[src/design/tbsp_pkg.sv]
`timescale 1ns / 1ps

package tbsp_pkg;

  // Saturation widths of the running counters
  localparam int COUNT_WIDTH  = 16;
  localparam int UNUSED_WIDTH = 32;

  // Result event codes
  localparam logic [2:0] EV_NAME    = 3'd0;
  localparam logic [2:0] EV_PAYLOAD = 3'd1;
  localparam logic [2:0] EV_BLOCK   = 3'd2;
  localparam logic [2:0] EV_STOP    = 3'd3;
  localparam logic [2:0] EV_SUMMARY = 3'd4;

  // One result request
  typedef struct packed {
    logic [2:0]  event_res;
    logic [7:0]  byte_value;
    logic [3:0]  name_index;
    logic [2:0]  block_type;
    logic [15:0] data_length;
    logic [15:0] param_one;
    logic [15:0] param_two;
    logic [15:0] block_count;
    logic [31:0] unused_bytes;
    logic        file_valid;
    logic        last;
  } res_t;

  // Up to two results produced by one accepted request
  typedef struct packed {
    res_t       res0;
    res_t       res1;
    logic [1:0] num;
  } gen_t;

endpackage

[src/design/tbsp_core.sv]
`timescale 1ns / 1ps

module tbsp_core (
  input  logic                clk,
  input  logic                rst_n,
  input  logic                accept,
  input  logic                func,
  input  logic [7:0]          byte_in,
  output tbsp_pkg::gen_t      gen
);

  // Parser phases
  localparam logic [3:0] PH_LEN_LO   = 4'd0;
  localparam logic [3:0] PH_LEN_HI   = 4'd1;
  localparam logic [3:0] PH_H_FLAG   = 4'd2;
  localparam logic [3:0] PH_H_TYPE   = 4'd3;
  localparam logic [3:0] PH_H_NAME   = 4'd4;
  localparam logic [3:0] PH_H_FIELDS = 4'd5;
  localparam logic [3:0] PH_H_SUM    = 4'd6;
  localparam logic [3:0] PH_D_LEN_LO = 4'd7;
  localparam logic [3:0] PH_D_LEN_HI = 4'd8;
  localparam logic [3:0] PH_D_FLAG   = 4'd9;
  localparam logic [3:0] PH_BODY     = 4'd10;
  localparam logic [3:0] PH_SUM      = 4'd11;

  logic [3:0]                        phase_r, phase_nxt;
  logic [16:0]                       cnt_r, cnt_nxt;
  logic [7:0]                        xor_r, xor_nxt;
  logic [15:0]                       blen_r, blen_nxt;
  logic [2:0]                        htype_r, htype_nxt;
  logic [15:0]                       hdlen_r, hdlen_nxt;
  logic [15:0]                       hp1_r, hp1_nxt;
  logic [15:0]                       hp2_r, hp2_nxt;
  logic [tbsp_pkg::COUNT_WIDTH-1:0]  acc_r, acc_nxt;
  logic [tbsp_pkg::UNUSED_WIDTH-1:0] unused_r, unused_nxt;
  logic                              stopped_r, stopped_nxt;

  tbsp_pkg::res_t stop_res, sum_res, zero_res;
  logic [15:0]    full_len, hl_dlen;
  logic [16:0]    body_cnt;
  logic [tbsp_pkg::COUNT_WIDTH-1:0] acc_inc;

  // Canned result records
  always_comb begin
    zero_res = '0;
    stop_res = '0;
    stop_res.event_res   = tbsp_pkg::EV_STOP;
    stop_res.block_count = 16'(acc_r);
    stop_res.file_valid  = (acc_r != '0);
    stop_res.last        = 1'b1;
    sum_res = '0;
    sum_res.event_res    = tbsp_pkg::EV_SUMMARY;
    sum_res.block_count  = 16'(acc_r);
    sum_res.unused_bytes = 32'(unused_r);
    sum_res.file_valid   = (acc_r != '0);
    sum_res.last         = 1'b1;
  end

  assign full_len = {byte_in, blen_r[7:0]};
  assign hl_dlen  = full_len - 16'd2;
  assign body_cnt = (cnt_r != '0) ? cnt_r - 17'd1 : cnt_r;
  assign acc_inc  = (acc_r != '1) ? acc_r + 1'b1 : acc_r;

  // Per-byte state update and result generation
  always_comb begin
    phase_nxt   = phase_r;
    cnt_nxt     = cnt_r;
    xor_nxt     = xor_r;
    blen_nxt    = blen_r;
    htype_nxt   = htype_r;
    hdlen_nxt   = hdlen_r;
    hp1_nxt     = hp1_r;
    hp2_nxt     = hp2_r;
    acc_nxt     = acc_r;
    unused_nxt  = unused_r;
    stopped_nxt = stopped_r;
    gen.res0    = zero_res;
    gen.res1    = zero_res;
    gen.num     = 2'd0;

    if (accept) begin
      if (func) begin
        // End of stream: optional stop, then summary, then fresh state
        if (!stopped_r && phase_r != PH_LEN_LO) begin
          gen.res0      = stop_res;
          gen.res0.last = 1'b0;
          gen.res1      = sum_res;
          gen.num       = 2'd2;
        end else begin
          gen.res0 = sum_res;
          gen.num  = 2'd1;
        end
        phase_nxt   = PH_LEN_LO;
        cnt_nxt     = '0;
        xor_nxt     = '0;
        blen_nxt    = '0;
        htype_nxt   = '0;
        hdlen_nxt   = '0;
        hp1_nxt     = '0;
        hp2_nxt     = '0;
        acc_nxt     = '0;
        unused_nxt  = '0;
        stopped_nxt = 1'b0;
      end else if (stopped_r) begin
        if (unused_r != '1) unused_nxt = unused_r + 1'b1;
      end else begin
        unique case (phase_r)
          PH_LEN_LO: begin
            blen_nxt  = {8'd0, byte_in};
            phase_nxt = PH_LEN_HI;
          end
          PH_LEN_HI: begin
            blen_nxt = full_len;
            xor_nxt  = '0;
            if (full_len == 16'd19) begin
              phase_nxt = PH_H_FLAG;
            end else if (full_len == 16'd0) begin
              gen.res0    = stop_res;
              gen.num     = 2'd1;
              stopped_nxt = 1'b1;
            end else begin
              // Headerless block
              htype_nxt = 3'd4;
              hdlen_nxt = hl_dlen;
              hp1_nxt   = '0;
              hp2_nxt   = '0;
              cnt_nxt   = {1'b0, hl_dlen} + 17'd1;
              phase_nxt = PH_BODY;
            end
          end
          PH_H_FLAG: begin
            xor_nxt = xor_r ^ byte_in;
            if (byte_in != 8'd0) begin
              gen.res0    = stop_res;
              gen.num     = 2'd1;
              stopped_nxt = 1'b1;
            end else begin
              phase_nxt = PH_H_TYPE;
            end
          end
          PH_H_TYPE: begin
            xor_nxt = xor_r ^ byte_in;
            if (byte_in >= 8'd4) begin
              gen.res0    = stop_res;
              gen.num     = 2'd1;
              stopped_nxt = 1'b1;
            end else begin
              htype_nxt = byte_in[2:0];
              cnt_nxt   = '0;
              phase_nxt = PH_H_NAME;
            end
          end
          PH_H_NAME: begin
            xor_nxt              = xor_r ^ byte_in;
            gen.res0.event_res   = tbsp_pkg::EV_NAME;
            gen.res0.byte_value  = byte_in;
            gen.res0.name_index  = cnt_r[3:0];
            gen.res0.last        = 1'b1;
            gen.num              = 2'd1;
            if (cnt_r >= 17'd9) begin
              cnt_nxt   = '0;
              phase_nxt = PH_H_FIELDS;
            end else begin
              cnt_nxt = cnt_r + 17'd1;
            end
          end
          PH_H_FIELDS: begin
            xor_nxt = xor_r ^ byte_in;
            unique case (cnt_r)
              17'd0:   hdlen_nxt = {8'd0, byte_in};
              17'd1:   hdlen_nxt = {byte_in, hdlen_r[7:0]};
              17'd2:   hp1_nxt   = {8'd0, byte_in};
              17'd3:   hp1_nxt   = {byte_in, hp1_r[7:0]};
              17'd4:   hp2_nxt   = {8'd0, byte_in};
              default: hp2_nxt   = {byte_in, hp2_r[7:0]};
            endcase
            if (cnt_r >= 17'd5) begin
              cnt_nxt   = '0;
              phase_nxt = PH_H_SUM;
            end else begin
              cnt_nxt = cnt_r + 17'd1;
            end
          end
          PH_H_SUM: begin
            if (byte_in != xor_r) begin
              gen.res0    = stop_res;
              gen.num     = 2'd1;
              stopped_nxt = 1'b1;
            end else begin
              phase_nxt = PH_D_LEN_LO;
            end
          end
          PH_D_LEN_LO: begin
            blen_nxt  = {8'd0, byte_in};
            phase_nxt = PH_D_LEN_HI;
          end
          PH_D_LEN_HI: begin
            blen_nxt = full_len;
            xor_nxt  = '0;
            // Compared without wrap
            if ({1'b0, full_len} != {1'b0, hdlen_r} + 17'd2) begin
              gen.res0    = stop_res;
              gen.num     = 2'd1;
              stopped_nxt = 1'b1;
            end else begin
              phase_nxt = PH_D_FLAG;
            end
          end
          PH_D_FLAG: begin
            xor_nxt = xor_r ^ byte_in;
            if (byte_in != 8'hff) begin
              gen.res0    = stop_res;
              gen.num     = 2'd1;
              stopped_nxt = 1'b1;
            end else begin
              cnt_nxt   = {1'b0, hdlen_r};
              phase_nxt = (hdlen_r != '0) ? PH_BODY : PH_SUM;
            end
          end
          PH_BODY: begin
            xor_nxt             = xor_r ^ byte_in;
            gen.res0.event_res  = tbsp_pkg::EV_PAYLOAD;
            gen.res0.byte_value = byte_in;
            gen.res0.last       = 1'b1;
            gen.num             = 2'd1;
            cnt_nxt             = body_cnt;
            if (body_cnt == '0) phase_nxt = PH_SUM;
          end
          PH_SUM: begin
            if (byte_in != xor_r) begin
              gen.res0    = stop_res;
              gen.num     = 2'd1;
              stopped_nxt = 1'b1;
            end else begin
              acc_nxt              = acc_inc;
              gen.res0.event_res   = tbsp_pkg::EV_BLOCK;
              gen.res0.block_type  = htype_r;
              gen.res0.data_length = hdlen_r;
              gen.res0.param_one   = hp1_r;
              gen.res0.param_two   = hp2_r;
              gen.res0.block_count = 16'(acc_inc);
              gen.res0.file_valid  = 1'b1;
              gen.res0.last        = 1'b1;
              gen.num              = 2'd1;
              phase_nxt            = PH_LEN_LO;
            end
          end
          default: phase_nxt = PH_LEN_LO;
        endcase
      end
    end
  end

  // State registers
  always_ff @(posedge clk) begin
    if (!rst_n) begin
      phase_r   <= PH_LEN_LO;
      cnt_r     <= '0;
      xor_r     <= '0;
      blen_r    <= '0;
      htype_r   <= '0;
      hdlen_r   <= '0;
      hp1_r     <= '0;
      hp2_r     <= '0;
      acc_r     <= '0;
      unused_r  <= '0;
      stopped_r <= 1'b0;
    end else begin
      phase_r   <= phase_nxt;
      cnt_r     <= cnt_nxt;
      xor_r     <= xor_nxt;
      blen_r    <= blen_nxt;
      htype_r   <= htype_nxt;
      hdlen_r   <= hdlen_nxt;
      hp1_r     <= hp1_nxt;
      hp2_r     <= hp2_nxt;
      acc_r     <= acc_nxt;
      unused_r  <= unused_nxt;
      stopped_r <= stopped_nxt;
    end
  end

endmodule

[src/design/tbsp_outq.sv]
`timescale 1ns / 1ps

module tbsp_outq (
  input  logic                clk,
  input  logic                rst_n,
  input  tbsp_pkg::gen_t      gen,
  output logic                room,
  output logic                out_valid,
  input  logic                out_ready,
  output tbsp_pkg::res_t      out_res
);

  tbsp_pkg::res_t q0_r, q1_r, q2_r;
  tbsp_pkg::res_t q0_nxt, q1_nxt, q2_nxt;
  logic [1:0] count_r, count_nxt, rem;
  logic       pop;

  assign pop       = out_valid && out_ready;
  assign rem       = count_r - {1'b0, pop};
  assign count_nxt = rem + gen.num;
  assign out_valid = (count_r != 2'd0);
  assign out_res   = q0_r;
  // Room for a two-result request without looking at the consumer
  assign room      = (count_r <= 2'd1);

  // Shift out the popped head, append new results behind what remains
  always_comb begin
    q0_nxt = (rem > 2'd0) ? (pop ? q1_r : q0_r) : gen.res0;
    q1_nxt = (rem > 2'd1) ? (pop ? q2_r : q1_r)
           : (rem == 2'd1) ? gen.res0 : gen.res1;
    q2_nxt = (rem > 2'd2) ? q2_r
           : (rem == 2'd2) ? gen.res0
           : (rem == 2'd1) ? gen.res1 : q2_r;
  end

  always_ff @(posedge clk) begin
    if (!rst_n) begin
      count_r <= '0;
    end else begin
      count_r <= count_nxt;
    end
  end

  always_ff @(posedge clk) begin
    q0_r <= q0_nxt;
    q1_r <= q1_nxt;
    q2_r <= q2_nxt;
  end

  // New results only arrive when there is space for the largest request
  assert property (@(posedge clk) disable iff (!rst_n)
    gen.num != 2'd0 |-> count_r <= 2'd1)
    else $error("result queue overrun");

  // Occupancy tracks pushes and pops
  assert property (@(posedge clk) disable iff (!rst_n)
    1'b1 |=> count_r == $past(rem + gen.num))
    else $error("queue count mismatch");

  // A stop emitted by end of stream is not the last of its request
  assert property (@(posedge clk) disable iff (!rst_n)
    gen.num == 2'd2 |-> !gen.res0.last && gen.res1.last)
    else $error("two-result request marked wrong");

endmodule

[src/design/tape_block_stream_parser.sv]
`timescale 1ns / 1ps

// Tape-image block parser. One tape byte (in_tuser = 0) or an end-of-stream
// marker (in_tuser = 1) is taken per cycle while in_tready is high. A byte request
// produces at most one result, written into a three-entry output queue at the
// accepting edge behind any results still queued. An end-of-stream request inside
// an unfinished block produces a stop result followed by the summary, so it
// fills two queue entries and, with a free consumer, holds in_tready low in
// the cycle after it. in_tready depends only on queue occupancy, never
// combinationally on out_tready. Sustained rate with a free consumer: one
// input byte per clock.
module tape_block_stream_parser (
  input  logic          clk,
  input  logic          rst_n,
  input  logic          in_tvalid,
  output logic          in_tready,
  input  logic [7:0]    in_tdata,   // byte_in[7:0]
  input  logic          in_tuser,   // func[0]
  output logic          out_tvalid,
  input  logic          out_tready,
  output logic [111:0]  out_tdata,  // byte_value[7:0], name_index[11:8],
                                    // block_type[14:12], data_length[30:15],
                                    // param_one[46:31], param_two[62:47],
                                    // block_count[78:63], unused_bytes[110:79],
                                    // file_valid[111]
  output logic [2:0]    out_tuser,  // event_res[2:0]
  output logic          out_tlast
);

  tbsp_pkg::gen_t gen;
  tbsp_pkg::res_t res;
  logic           accept;

  assign accept = in_tvalid && in_tready;

  tbsp_core u_core (
    .clk     (clk),
    .rst_n   (rst_n),
    .accept  (accept),
    .func    (in_tuser),
    .byte_in (in_tdata),
    .gen     (gen)
  );

  tbsp_outq u_outq (
    .clk       (clk),
    .rst_n     (rst_n),
    .gen       (gen),
    .room      (in_tready),
    .out_valid (out_tvalid),
    .out_ready (out_tready),
    .out_res   (res)
  );

  // Pack the result record onto the stream
  assign out_tuser = res.event_res;
  assign out_tlast = res.last;
  assign out_tdata = {res.file_valid, res.unused_bytes, res.block_count,
                      res.param_two, res.param_one, res.data_length,
                      res.block_type, res.name_index, res.byte_value};

endmodule
[config.mk]
export PLATFORM = sky130hd
export DESIGN_NAME = tape_block_stream_parser
export DESIGN_NICKNAME = d
export VERILOG_FILES = /design/src/design/tbsp_pkg.sv /design/src/design/tbsp_core.sv /design/src/design/tbsp_outq.sv /design/src/design/tape_block_stream_parser.sv
export SDC_FILE = /design/constraint.sdc
export NUM_CORES = 1
export LEC_CHECK = 0
export BUFFER_PORTS_ARGS = -buffer_cell sky130_fd_sc_hd__buf_2
export CORE_ASPECT_RATIO = 0.7
export CORE_UTILIZATION = 41
export CTS_CLUSTER_SIZE = 25
export DETAILED_ROUTE_END_ITERATION = 6
export GPL_TIMING_DRIVEN = 0
export SLEW_MARGIN = 20
export SYNTH_ARGS = -nofsm -noshare
export SYNTH_HDL_FRONTEND = slang
export SYNTH_SLANG_ARGS = --single-unit
[constraint.sdc]
create_clock -name clk -period 5.85 [get_ports clk]
set_input_delay 0 -clock clk [delete_from_list [all_inputs] [get_ports clk]]
set_output_delay 0 -clock clk [all_outputs]
set_load 0.05 [all_outputs]
# Word level (Yosys, flattened, before mapping)
# Cells that the tools add are included.
# totals
ff_bits	487
latch_bits	0
ram_bits	0
romBits	0
input_bits	13
out_inout_bits	118
memories	0
# classes
add_sub_neg	9
multipliers	0
div_mod_pow	0
n_lt_le_gt_ge	7
eq_ne	48
shifts	0
muxes	109
bitwise	2
n_reduce_logical	44
# ops
cell	n
116-bit two-way mux	13
100-bit one-hot mux with 7 select lines	1
115-bit two-way mux	6
16-bit two-way mux	15
234-bit two-way mux	1
16-bit one-hot mux with 2 select lines	6
17-bit two-way mux	9
17-bit one-hot mux with 6 select lines	1
11-bit one-hot mux with 9 select lines	1
32-bit two-way mux	3
67-bit two-way mux	1
4-bit two-way mux	13
4-bit one-hot mux with 12 select lines	1
3-bit != test, second input constant	14
17-bit by 2-bit equality test with 1-bit output, second input constant	2
17-bit logical NOT	2
32-bit by 1-bit adder with 32-bit output, second input constant	1
8-bit two-way mux	4
32-bit != test, second input constant	1
8-bit one-hot mux with 2 select lines	2
16-bit nonzero test	2
4-bit one-hot mux with 7 select lines	1
7-bit AND reduction	4
6-bit AND reduction	4
other kinds (59)	111

# Logic depth before layout (Yosys ltp)
# depth
ltp_word	9
depth_mapped	16
ltp_nobuf	14

# Cells and area by module
# A second synthesis with hierarchy kept.
# unflattened
cells_unflattened	2553
hier_area_um2	27007.2
# by_module_without_submodules
module	instances	cells_per_inst	area_per_inst_um2
tbsp_outq	1	1015	15944.0
tbsp_core	1	1537	11056.9
tape_block_stream_parser	1	1	6.3

# Worst setup path before layout
# No wires, ideal clock.
# synth_timing
kind	flip-flop to flip-flop
from	register u_outq.count_r[1]
to	register u_outq.q1_r[0] in the netlist's numbering (enable)
setup_time_ps	1035
t_arrival_ps	5042
required_ps	4815
path_slack_ps	-227
stages_incl_launch_ff	14
n_path_buf	3
synth_period_minus_slack_ps	6077
cell_sequence	dfxtp_1 inv_1 nand2_1 nand2_1 inv_1 ha_1 xor2_1 inv_1 clkbuf_1 ha_1 nor2_1 clkbuf_1 clkbuf_1 nand2_1
# synth_via
elab_chain_cells	5
# synth_lines
item	line	source
from (decl)	tbsp_outq.sv:15	logic [1:0] count_r, count_nxt, rem;
from (signal assigned)	tbsp_outq.sv:40	count_r <= count_nxt;
2-bit nonzero test *	tbsp_outq.sv:21	assign out_valid = (count_r != 2'd0);
named net out_tvalid	tape_block_stream_parser.sv:19	output logic out_tvalid,
1-bit logical AND *	tbsp_outq.sv:18	assign pop = out_valid && out_ready;
2-bit by 1-bit subtractor with 2-bit output	tbsp_outq.sv:19	assign rem = count_r - {1'b0, pop};
2-bit by 1-bit > comparator with 1-bit output	tbsp_outq.sv:29	q1_nxt = (rem > 2'd1) ? (pop ? q2_r : q1_r)
2-bit by 1-bit != test with 1-bit output (no line) *	n/a	
to (signal assigned)	tbsp_outq.sv:46	q1_r <= q1_nxt;
to (decl)	tbsp_outq.sv:13	tbsp_pkg::res_t q0_r, q1_r, q2_r;
# The timed path passes the listed nets; every way through them passes the cells marked *.
# A chain may end at the register's enable or synchronous reset.

# Worst setup path in the final report
# layout_timing
from	register u_outq.count_r[1]
to	register u_outq.q1_r[23] in the netlist's numbering (enable)
# layout_via
elab_chain_cells	5
# layout_lines
item	line
2-bit nonzero test	tbsp_outq.sv:21
1-bit logical AND	tbsp_outq.sv:18
2-bit by 1-bit subtractor with 2-bit output	tbsp_outq.sv:19
2-bit by 1-bit > comparator with 1-bit output	tbsp_outq.sv:29
2-bit by 1-bit != test with 1-bit output (no line) *	n/a
# Mark *: on every way between the ends. The rest lies on a longest branch, timed or not.

==> results.md <==
* Share of the synthesized area in the top cell type at 43.8%
* Port bufs at 124
* Pin count of the biggest net entering global routing at 78
* Fmax at 178 MHz
* Worst path arrival time at 5920 ps
* Pre-CTS setup slack at 342 ps
* GRT Util Overall at 27.6%
* Slowest cell on the critical path: clkbuf_1
* Hold Crit Class: in -> reg
* Syn nets at 2355
* CTS root buf: clkbuf_16
* Die area at 59200 sq um
* Area share of xor/xnor cells in the synthesized design at 3.19%
* Die width at 290 um
* Ranking of synthesized cells by area: edfxtp_1 (44%), dfxtp_1 (12%), a22o_1 (4.5%)
* Initial Utilization at 41.8%
* GR Overflow Total at 0
* Main synth FF type: edfxtp_1
* Initial DRC count at 2379
* Final wirelength at 83.1 mm
* FP Rows at 73
* Synth area leader: edfxtp_1
* Via count at 20100
* Final worst setup slack at 235 ps
* Total CTS buffers at 49
* Die Y-Extent at 204 um
* Status: finished, final reports clean
* Top-level port count at 131
* H-tree depth at 2
* Register area at 13200 sq um
* First-pass GRT wire length at 122 mm
* Avg Cell Area, Syn at 10.3 sq um
* Startpoint class of the critical path: flip-flop
* Mux cell area share after synthesis at 1.32%
* Antenna violations before repair at 2
* Reg clk slew, reported paths at 70 ps
* HPWL Detailed at 59.9 mm
* RSZ-0062 raised after global routing: false
* Fillers at 5334
* Drc violations at 0
* Share of layout cells above drive strength 1 at 9.56%
* Critical path endpoint category: flip-flop
* Ys async rst share at 0%
* Post-CTS Hold Buffers at 1
* Post-CTS Resized at 0
* Post-synthesis compound-gate area fraction at 17.2%
* Post-CTS setup buffer count at 0
* RD Place Congestion at 1.01
* CTS Sinks at 487
* Critical Path Fanout Max at 77
* Synth-to-Final Area Change at 14.2%
* Non-filler instance count after layout at 3294
* Antenna-violating nets left at 0
* CTS tree: built
* Max stage delay on crit path at 710 ps
* Final Skew at 29.9 ps
* Final period utilization at 96.0%
* Worst EP required at 6150 ps
* Peak supply drop at 0.492 mV
* Vias per inst at 6.10
* Final #Nets at 2534
* Netlist cell types at 72
* Critical path type: reg -> reg
* Max-slew headroom at 17.6%
* Insertion delay to the later sink of the worst-skew pair at 630 ps
* Final setup fails at 0
* Placed insts at 3200
* Vias in the first global route at 18600
* Yosys warning count at 0
* Post-synthesis sequential area ratio at 55.5%
* Least-Margin Pin Slew at 1230 ps
* Clock Tree Buf Depth at 3
* Multi-input gate area at 9720 sq um
* Synth Area in Adders at 0.997%
* Final Hold Violating Endpoints at 0
* Post-Synth Simple-Gate Area at 17.8%
* Core Area at 57100 sq um
* Crit path cell chain: inv_1 -> nand2_1 -> nand2_1 -> inv_1 -> ha_1 -> xor2_1 -> inv_1 -> clkbuf_1 -> ha_1 -> nor2_1 -> clkbuf_1 -> clkbuf_1 -> nand2_8 -> buf_16
* Final min period at 5610 ps
* Largest family of logic cells by synthesized area: simple AND/OR/NAND/NOR gates
* Mapped Area at 23900 sq um
* Fin. max-slew vios at 0
* Post-synthesis cell count at 2323
* Maxcap violations at 0
* Yosys reg bits at 487
* Router iterations before antenna repair at 5
* Count of flip-flops with a built-in enable after synthesis at 348
* P_leak at 0.00983 uW
* Pwr dens at 572 nW/um^2
* Drt wl/cell at 25.2 um
-- cell type report --
| cell class | count | area share (%) |
|---|---|---|
| Inverter | 46 | 0.652 |
| Buffer | 201 | 2.89 |
| Tap cell | 750 | 3.45 |
| Sequential cell | 487 | 48.6 |
| Multi-Input combinational cell | 1589 | 35.7 |
| Clock inverter | 38 | 1.53 |
| Timing Repair Buffer | 128 | 2.62 |
| Clock buffer | 54 | 4.57 |
| Antenna cell | 1 | 0.00919 |
-- critical path, delay by kind of cell, from the launching register on --
| kind | cells | cell delay, ps |
|---|---|---|
| and+or+nand+nor | 4 | 1590 |
| xor gates and xnor gates | 1 | 190 |
| DFF | 1 | 360 |
| adders and majority gates | 2 | 570 |
| buffers and inverters | 7 | 2510 |
-- sequential cells by signal, indices dropped and copies added, names as in the netlist --
signal and cells:
u_outq.count_r 2, u_core.cnt_r 17, u_core.htype_r 3, u_core.hdlen_r 16, u_outq.q1_r 116, u_core.phase_r 4
u_core.acc_r 16, u_core.xor_r 8, u_core.hp1_r 16, u_core.unused_r 32, u_core.hp2_r 16, u_core.stopped_r 1
u_outq.out_res 116, u_outq.q2_r 116, u_core.blen_r 8
-- cell usage after synthesis, types with 44 or more instances --
| library cell | instances |
|---|---|
| edfxtp_1 | 348 |
| nor2_1 | 218 |
| nand2_1 | 210 |
| clkbuf_1 | 175 |
| dfxtp_1 | 139 |
| a21oi_1 | 125 |
| a22o_1 | 123 |
| o21ai_0 | 96 |
| and3_1 | 78 |
| nor3_1 | 78 |
| nand3_1 | 71 |
| xnor2_1 | 54 |
| o2bb2ai_1 | 51 |
| inv_1 | 44 |
-- layout by cell type (no fill, tap or decap), types with 49 or more instances in the layout --
cell	instances
a21oi_1	124
a22o_1	123
and3_1	78
buf_2	135
clkbuf_1	178
clkbuf_16	49
dfxtp_1	139
edfxtp_1	348
nand2_1	208
nand3_1	71
nor2_1	218
nor3_1	77
o21ai_0	96
o2bb2ai_1	51
xnor2_1	54
-- logic make-up after synthesis --
logic type,after synthesis
fa+ha+maj,19
mux,31
simple gates,860
flops,487
compound gates,592
buf+inv,247
xor+xnor,87
-- metrics by stage --
step	cell area, sq um	utilization (%)	power [uW]	hold WS, ps	TNS, ps
finish	27200	47.7	15600	119	0
global route	27200	47.7	16200	158	0
CTS	27200	47.7	15600	81.1	0
detailed placement	25500	44.8	12200	499	0
global placement	25400	44.5	11900	480	-284600
floorplan	23900	-	10000	340	0
-- layer usage --
metal	track usage, %	vias to the layer above	share of wire, %
met5	0	-	0
met4	7.33	0	2.3
met3	7.17	110	11
met2	36.8	1026	39
met1	43.2	9901	48
li1	-	9057	-
-- worst paths after layout --
path                     startpoint          endpoint  slack [ps]  cells past startpoint
setup reg to reg  u_outq.count_r[1]   u_outq.q1_r[23]         240                     14
hold reg to reg     u_core.xor_r[6]   u_core.xor_r[6]         520                      2
setup / recovery  u_outq.count_r[1]   u_outq.q1_r[23]         240                     14
hold / removal                rst_n  u_core.cnt_r[14]         120                      3
-- power breakdown --
part	switching (uW)	internal [uW]	total, uW
combinational	5020	1340	6360
sequential	313	5570	5880
clock	1460	1860	3330
total	6790	8770	15600
No activity file was read; power rests on OpenSTA's default activity.
